`src/sdc_pkg.sv`:
```
// Shared types, constants and the CRC-32 byte update for the SLIP deframer.
// No dependencies; every other file of the block imports this package.
package sdc_pkg;

  // Largest frame, in decoded bytes including the four CRC bytes.
  localparam int MaxFrameBytes = 512;
  localparam int CntW          = $clog2(MaxFrameBytes + 1);
  localparam int LenW          = 9;
  localparam int SumW          = (CntW > LenW) ? CntW : LenW;
  localparam int CrcBytes      = 4;

  localparam logic [7:0] SlipEnd    = 8'hC0;
  localparam logic [7:0] SlipEsc    = 8'hDB;
  localparam logic [7:0] SlipEscEnd = 8'hDC;
  localparam logic [7:0] SlipEscEsc = 8'hDD;

  localparam logic [31:0] CrcPoly = 32'hEDB88320;
  localparam logic [31:0] CrcInit = 32'hFFFFFFFF;

  localparam logic KindPayload = 1'b0;
  localparam logic KindVerdict = 1'b1;

  typedef struct packed {
    logic            kind;
    logic [7:0]      payload_byte;
    logic            frame_ok;
    logic            overflow;
    logic [LenW-1:0] payload_len;
  } res_t;

  // Reflected CRC-32 update by one byte, unrolled over its eight bits.
  function automatic logic [31:0] crc32_fold(input logic [31:0] crc, input logic [7:0] b);
    logic [31:0] c;
    c = crc ^ {24'd0, b};
    for (int k = 0; k < 8; k++) begin
      c = c[0] ? ((c >> 1) ^ CrcPoly) : (c >> 1);
    end
    return c;
  endfunction

endpackage

```
`src/slip_deframer_crc32_check.sv`:
```
// Top level of the SLIP deframer with CRC-32 check.
// Depends on sdc_pkg, sdc_frame and sdc_out_reg.
//
// The input channel takes one raw serial byte per word (in_valid_i, in_stall_o,
// rx_byte_i). The output channel gives zero or one result word per input word:
// either a decoded payload byte (result_kind_o low) or an end-of-frame verdict
// (result_kind_o high) with frame_ok_o, overflow_o and payload_len_o.
// Payload bytes leave four bytes behind the line, so the trailing CRC is never
// sent on as payload; the consumer discards a frame whose verdict is not ok.
// Frames of four decoded bytes or fewer end silently, without a verdict.
// A frame longer than MaxFrameBytes drops its surplus bytes and is flagged.
// A result caused by the word accepted at one edge is visible on the output
// from that edge onwards. Throughput is one word per cycle while the output is
// not stalled, set by the single result register, which is reloaded in the cycle it
// is taken. While a result is held by out_stall_i, in_stall_o is raised and
// the held word stays unchanged; no input word is lost.
// Reset (rst_ni low, asynchronous) empties the result register and clears the
// frame state: no escape pending, zero count, CRC all ones, no overflow.
module slip_deframer_crc32_check (
  input  logic                     clk_i,
  input  logic                     rst_ni,
  input  logic                     in_valid_i,
  output logic                     in_stall_o,
  input  logic [7:0]               rx_byte_i,
  output logic                     out_valid_o,
  input  logic                     out_stall_i,
  output logic                     result_kind_o,
  output logic [7:0]               payload_byte_o,
  output logic                     frame_ok_o,
  output logic                     overflow_o,
  output logic [sdc_pkg::LenW-1:0] payload_len_o
);
  import sdc_pkg::*;

  logic accept;
  logic res_load;
  res_t res_new;
  res_t res_held;

  // The result register is busy only while it holds a word the receiver refuses.
  assign in_stall_o = out_valid_o && out_stall_i;
  assign accept     = in_valid_i && !in_stall_o;

  sdc_frame u_frame (
    .clk_i      (clk_i),
    .rst_ni     (rst_ni),
    .accept_i   (accept),
    .rx_byte_i  (rx_byte_i),
    .res_load_o (res_load),
    .res_o      (res_new)
  );

  sdc_out_reg u_out_reg (
    .clk_i       (clk_i),
    .rst_ni      (rst_ni),
    .load_i      (res_load),
    .res_i       (res_new),
    .out_stall_i (out_stall_i),
    .out_valid_o (out_valid_o),
    .res_o       (res_held)
  );

  assign result_kind_o  = res_held.kind;
  assign payload_byte_o = res_held.payload_byte;
  assign frame_ok_o     = res_held.frame_ok;
  assign overflow_o     = res_held.overflow;
  assign payload_len_o  = res_held.payload_len;

endmodule

```
`src/sdc_frame.sv`:
```
// Frame state of the deframer: escape decoding, four-byte tail line, byte count and CRC.
// Depends on sdc_pkg for constants, the result struct and the CRC byte update.
module sdc_frame (
  input  logic          clk_i,
  input  logic          rst_ni,
  input  logic          accept_i,
  input  logic [7:0]    rx_byte_i,
  output logic          res_load_o,
  output sdc_pkg::res_t res_o
);
  import sdc_pkg::*;

  logic            esc_q, esc_d;
  logic [CntW-1:0] cnt_q, cnt_d;
  logic [31:0]     crc_q, crc_d;
  logic            ovf_q, ovf_d;
  logic [7:0]      tail_q [4];
  logic [7:0]      tail_d [4];

  logic            have_data;
  logic [7:0]      dec_byte;
  logic [31:0]     recv_crc;
  logic [SumW-1:0] len_full;

  assign recv_crc = {tail_q[3], tail_q[2], tail_q[1], tail_q[0]};
  assign len_full = SumW'(cnt_q) - SumW'(CrcBytes);

  always_comb begin
    esc_d      = esc_q;
    cnt_d      = cnt_q;
    crc_d      = crc_q;
    ovf_d      = ovf_q;
    tail_d     = tail_q;
    have_data  = 1'b0;
    dec_byte   = rx_byte_i;
    res_load_o = 1'b0;
    res_o      = '0;
    if (accept_i) begin
      if (esc_q) begin
        esc_d     = 1'b0;
        have_data = 1'b1;
        if (rx_byte_i == SlipEscEnd) begin
          dec_byte = SlipEnd;
        end else if (rx_byte_i == SlipEscEsc) begin
          dec_byte = SlipEsc;
        end
      end else if (rx_byte_i == SlipEnd) begin
        if (cnt_q > CntW'(CrcBytes)) begin
          res_load_o        = 1'b1;
          res_o.kind        = KindVerdict;
          res_o.frame_ok    = (~crc_q == recv_crc) && !ovf_q;
          res_o.overflow    = ovf_q;
          res_o.payload_len = len_full[LenW-1:0];
        end
        esc_d = 1'b0;
        cnt_d = '0;
        crc_d = CrcInit;
        ovf_d = 1'b0;
      end else if (rx_byte_i == SlipEsc) begin
        esc_d = 1'b1;
      end else begin
        have_data = 1'b1;
      end

      if (have_data) begin
        if (cnt_q >= CntW'(MaxFrameBytes)) begin
          ovf_d = 1'b1;
        end else if (cnt_q < CntW'(CrcBytes)) begin
          tail_d[cnt_q[1:0]] = dec_byte;
          cnt_d              = cnt_q + CntW'(1);
        end else begin
          tail_d[0]          = tail_q[1];
          tail_d[1]          = tail_q[2];
          tail_d[2]          = tail_q[3];
          tail_d[3]          = dec_byte;
          cnt_d              = cnt_q + CntW'(1);
          crc_d              = crc32_fold(crc_q, tail_q[0]);
          res_load_o         = 1'b1;
          res_o.kind         = KindPayload;
          res_o.payload_byte = tail_q[0];
        end
      end
    end
  end

  always_ff @(posedge clk_i or negedge rst_ni) begin
    if (!rst_ni) begin
      esc_q <= 1'b0;
      cnt_q <= '0;
      crc_q <= CrcInit;
      ovf_q <= 1'b0;
    end else begin
      esc_q <= esc_d;
      cnt_q <= cnt_d;
      crc_q <= crc_d;
      ovf_q <= ovf_d;
    end
  end

  always_ff @(posedge clk_i) begin
    tail_q <= tail_d;
  end

endmodule

```
`src/sdc_out_reg.sv`:
```
// Result register of the deframer: holds one result word until the receiver takes it.
// Depends on sdc_pkg for the result struct.
module sdc_out_reg (
  input  logic          clk_i,
  input  logic          rst_ni,
  input  logic          load_i,
  input  sdc_pkg::res_t res_i,
  input  logic          out_stall_i,
  output logic          out_valid_o,
  output sdc_pkg::res_t res_o
);
  import sdc_pkg::*;

  logic valid_q, valid_d;
  res_t res_q;

  always_comb begin
    valid_d = valid_q;
    if (load_i) begin
      valid_d = 1'b1;
    end else if (!out_stall_i) begin
      valid_d = 1'b0;
    end
  end

  always_ff @(posedge clk_i or negedge rst_ni) begin
    if (!rst_ni) begin
      valid_q <= 1'b0;
    end else begin
      valid_q <= valid_d;
    end
  end

  always_ff @(posedge clk_i) begin
    if (load_i) begin
      res_q <= res_i;
    end
  end

  assign out_valid_o = valid_q;
  assign res_o       = res_q;

endmodule

```
`config.mk`:
```
export PLATFORM = sky130hd
export DESIGN_NAME = slip_deframer_crc32_check
export DESIGN_NICKNAME = d
export VERILOG_FILES = /design/src/sdc_pkg.sv /design/src/slip_deframer_crc32_check.sv /design/src/sdc_frame.sv /design/src/sdc_out_reg.sv
export SDC_FILE = /design/constraint.sdc
export NUM_CORES = 1
export LEC_CHECK = 0
export BUFFER_PORTS_ARGS = -buffer_cell sky130_fd_sc_hd__buf_2
export CAP_MARGIN = 0
export CORE_UTILIZATION = 50
export DETAILED_ROUTE_END_ITERATION = 10
export HOLD_SLACK_MARGIN = 0.02
export PLACE_DENSITY = 0.71
export SKIP_LAST_GASP = 1
export SYNTH_ARGS = -nofsm -noshare
export SYNTH_HDL_FRONTEND = slang
export SYNTH_SLANG_ARGS = --single-unit
export TNS_END_PERCENT = 1
```
`constraint.sdc`:
```
create_clock -name clk_i -period 5.24 [get_ports clk_i]
set_input_delay 0.262 -clock clk_i [delete_from_list [all_inputs] [get_ports clk_i]]
set_output_delay 0.262 -clock clk_i [all_outputs]
set_load 0.05 [all_outputs]
```
**Word-level counts from Yosys, hierarchy flattened**

Cells that the tools add are included.

- Output and inout bits: 22
- Input bits: 12
- Word-level logic and storage cells: 100
- Flip-flop bits (word level): 97

- Mux-type cells: 48
- Add/sub/neg operators: 2
- Equal/unequal tests: 6
- Bitwise gates (word level): 16
- Reduce and logical (&&, ||, !) cells: 9
- Order comparisons: 5

Operators by type and width:

| operator | count |
|---|---|
| $mux 32 | 14 |
| $not 13->14 | 8 |
| $mux 10 | 4 |
| $mux 8 | 5 |
| $bwmux 32 | 1 |
| $eq 32x32->1 | 1 |
| $eq 8x8->1 const B | 4 |
| $not 32->32 | 1 |
| $xor 32x8->32 | 1 |
| $mux 9 | 3 |
| $mux 1 | 20 |
| $demux 8 s2 | 1 |
| $add 10x1->10 const B | 1 |
| $ge 10x10->1 const B | 1 |
| $gt 10x3->1 const B | 1 |
| $lt 10x3->1 const B | 1 |
| $sub 9x3->9 const B | 1 |
| $reduce_or 4->1 | 2 |
| $not 1->1 | 5 |
| $logic_and 1x1->1 | 4 |
| $ge 3x3->1 const B | 1 |
| $lt 3x1->1 const B | 1 |
| $not 2->3 | 1 |
| $reduce_and 3->1 | 1 |
| other kinds (2) | 3 |

**Logic depth before layout (Yosys ltp)**

- Word-level depth: 20
- Gate-level depth with buffers: 9
- Depth with buffers taken out: 7

**By module**

From an unflattened synthesis, not the netlist that was laid out.

- Cells, all modules: 456
- Area total of the unflattened synthesis: 5469.0 sq um

Modules (own cells, without submodules):

| module | cells each | area an instance (sq um) | sequential area each (sq um) | times used |
|---|---|---|---|---|
| sdc_frame | 432 | 4822.1 | 2102.0 | 1 |
| sdc_out_reg | 22 | 633.1 | 625.6 | 1 |
| slip_deframer_crc32_check | 2 | 13.8 | 0.0 | 1 |

**Least setup slack after synthesis**

OpenSTA, ideal clock, no wires.

- Path type: register to register
- Start point: reg u_frame.esc_q
- End point: reg u_out_reg.res_q (netlist bit u_out_reg.res_o[0]), enable pin
- Arrival: 2260 ps
- Buffers on the path: 2
- Clock period less this slack: 2637 ps
- Required time: 4863 ps
- Cell stages (with the launch flop): 8
- Setup slack: 2603 ps
- Cell sequence: dfrtp_1 or4_1 or3_1 buf_6 nor2_4 nand2_2 buf_2 nand2_1

- Word-level cells in the longest chain between the ends: 5
- Elaborated cells on any way between the ends: 7
- Classes of those cells: mux (7)

RTL lines:

| element | line | RTL |
|---|---|---|
| from (decl) | sdc_frame.sv:13 | `logic esc_q, esc_d;` |
| from (signal assigned) | sdc_frame.sv:93 | `esc_q <= esc_d;` |
| $mux 1 | sdc_frame.sv:39 | `if (esc_q) begin` |
| $mux 1 | sdc_frame.sv:68 | `end else if (cnt_q < CntW'(CrcBytes)) begin` |
| $mux 1 | sdc_frame.sv:66 | `if (cnt_q >= CntW'(MaxFrameBytes)) begin` |
| $mux 1 (*) | sdc_frame.sv:65 | `if (have_data) begin` |
| $mux 1 (*) | sdc_frame.sv:38 | `if (accept_i) begin` |
| net res_load | slip_deframer_crc32_check.sv:36 | `logic res_load;` |
| to (signal assigned) | sdc_out_reg.sv:36 | `res_q <= res_i;` |
| to (decl) | sdc_out_reg.sv:15 | `res_t res_q;` |

Mark *: on every way through the listed nets, which the timed path passes. The rest lies on a longest branch. The select of a mux whose other input is x is not followed.
A chain may end at the register's enable or synchronous reset.

**Worst setup path in the final report**

- Start point: reg u_frame.esc_q
- End point: reg u_out_reg.res_q (netlist bit u_out_reg.res_o[14]), enable pin

The elaborated chain is that of the path after synthesis.

==> run_results.csv <==
group,metric,value,unit
status,outcome,"finished clean",
clock_tree,cts_tree,"yes",
route,final_antenna_net_count,0,
power_and_ir_drop,leakagePower,2.23,nW
critical_path,worst-r2r-cell-count,5,
yosys,synth_area,5390,sq um
clock_tree,clk_latency,380,ps
timing,max_slew_margin,27.2,%
route,post-route-drc-count,0,
power_and_ir_drop,p_per_area,607,nW/um^2
layout,drive_above_1_share,24.7,%
run,cap_violations,0,
clock_tree,htree_num_levels,3,
timing,tns,0,ps
timing,slew_violations,0,
layout,area_growth,8.58,%
timing,tightest_slew,1090,ps
power_and_ir_drop,vdd_ir_drop_max,245,uV
die,fp.dieW,106,um
critical_path,required,5250,ps
critical_path,cp_max_fo,20,
die,row_count,37,
global_route,grtUsageTotal,22.3,%
critical_path,critPathLaunchType,"flip-flop",
global_route,antenna_found_initial,0,
timing,fin_crit,3020,ps
yosys,synth_seq_cells,97,
layout,finalNetCount,523,
yosys,async_flop_share,46.4,%
clock_tree,clk_path_buf_depth,2,
die,dieHeight,106,um
critical_path,crit_arrival,3030,ps
timing,whs,85.4,ps
die,die_area,11200,sq um
clock_tree,cts_hold_buffers,0,
yosys,synth_top_area_cell,"edfxtp_1",
yosys,syn-num-nets,493,
route,first_pass_iters,5,
critical_path,worst_setup_path_end_kind,"flip-flop",
timing,period_share,57.7,%
clock_tree,cts_root_buffer,"clkbuf_8",
yosys,yosysTopAreaCellShare,29.0,%
critical_path,crit_type,"reg2reg",
yosys,synth_edf_count,52,
clock_tree,cts_setup_buffers,0,
timing,skew,13.8,ps
layout,stdcell_area,5860,sq um
clock_tree,cts_buffers,9,
global_route,grt_max_degree,46,
placement,placed_area,5630,sq um
hold_path,hp-class,"in2async",
yosys,syn_inst,471,
yosys,yosys_warnings,0,
timing,setup_violations,0,
placement,io_buffer_count,33,
yosys,synthFlopType,"edfxtp_1",
timing,hold_viol,0,
global_route,grt_pass1_wl,18700,um
placement,place_congestion,0.853,
yosys,synth_top_cells_by_count,"69 x xnor2_1, 60 x nand2_1, 52 x edfxtp_1, 32 x dfstp_2, 25 x nand3_1",
yosys,ys_seq_area_share,50.6,%
yosys,yosysUniqueCellTypes,42,
route,wirelength,11700,um
timing,rsz0062_at_grt,"false",
yosys,syn_avg_cell_area,11.4,sq um
die,start_util,52.0,%
placement,dp_hpwl,8510,um
yosys,yosysMostFrequentCell,"xnor2_1",
die,core-area,10400,sq um
route,first_iter_violations,304,
route,via_per_inst,5.61,
die,num_io_pins,34,
clock_tree,clkTransAtPathRegs,100,ps
global_route,grt_pass1_vias,3449,
route,avgRoutedWirePerCell,18.2,um
clock_tree,cts.sinks,97,
clock_tree,post_cts_resized,0,
global_route,grt_overflow,0,
timing,timing.fmax,331,MHz
layout,n_antenna_cell,0,
route,via_count,3604,
yosys,synth_area_leaders,"edfxtp_1 29%, dfstp_2 16%, xnor2_1 11%",
## flip-flops by register name (all words and copies together), names as in the netlist
signal and flops:
u_frame.cnt_q 10, u_frame.recv_crc 32, u_out_reg.res_o 20, u_out_reg.out_valid_o 1, u_frame.crc_q 32, u_frame.esc_q 1, u_frame.ovf_q 1
## area by class of cell
class,count,area [sq um]
Fill cell,883,4510
Sequential cell,97,2730
Multi-Input combinational cell,346,2510
Timing Repair Buffer,35,180
Tap cell,136,170
Clock buffer,10,128
Clock inverter,6,95.1
Inverter,12,45.0
## path summary, 6_finish.rpt
| path | from | endpoint | slack (ps) |
|---|---|---|---|
| setup / recovery | u_frame.esc_q$_DFFE_PN0P_ | u_out_reg.res_o[14]$_SDFFCE_PP0P_ | 2220 |
| hold / removal | rst_ni | u_out_reg.out_valid_o$_DFFE_PN0P_ | 90 |
| setup reg to reg | u_frame.esc_q$_DFFE_PN0P_ | u_out_reg.res_o[14]$_SDFFCE_PP0P_ | 2220 |
| hold reg to reg | u_frame.crc_q[3]$_DFFE_PN1P_ | u_frame.crc_q[3]$_DFFE_PN1P_ | 530 |
| max in group asynchronous | rst_ni | u_frame.esc_q$_DFFE_PN0P_ | 4530 |
| min in group clk_i | out_stall_i | u_out_reg.out_valid_o$_DFFE_PN0P_ | 170 |
## power breakdown
group	switching [mW]	internal, mW	total (mW)
Sequential	0.209	1.05	1.26
Combinational	0.895	0.846	1.74
Clock	0.281	0.275	0.556
Total	1.38	2.17	3.56
## cell families after synthesis
group | after synthesis | share of synthesized area (%)
flip-flops | 97 | 50.6
buffers and inverters | 28 | 2.99
XOR/XNOR | 99 | 17.6
AO/OA/AOI/OAI | 70 | 11.2
AND/OR/NAND/NOR | 167 | 15.3
adder cells (fa/ha/maj) | 10 | 2.32
## layout by cell type, fill, tap and decap left out, drive strengths merged, types with 19 or more instances in the layout
master,n
edfxtp,52
xnor2,79
nand3,25
a2bb2oi,19
buf,35
dfstp,32
nor2,24
xor2,20
o21ai,22
nand2,61
## per-stage QoR
| stage | setup slack (ps) | util [%] | power [mW] | std cells |
|---|---|---|---|---|
| global placement | 2330 | 54.3 | 2.98 | 626 |
| detailed placement | 2240 | 54.3 | 3.00 | 626 |
| floorplan | 2600 | - | 2.68 | 471 |
| finish | 2220 | 56.5 | 3.56 | 642 |
| CTS | 2240 | 56.5 | 3.57 | 642 |
| global route | 2040 | 56.5 | 3.75 | 642 |
## layer usage
metal	vias to the layer above	global-route usage (%)	share of wire, %
met5	-	0	0
met4	0	8.04	1.4
met3	12	3.83	6.0
met2	145	34.0	47
met1	1738	31.9	45
li1	1709	-	-
## critical path: stages (launching register included)
cell	delay [ps]
dfrtp_1	440
or4_1	540
or3_1	540
nor2_4	290
nand2_2	210
nand2_1	630
Note: power is estimated with default switching activity, not from simulation.
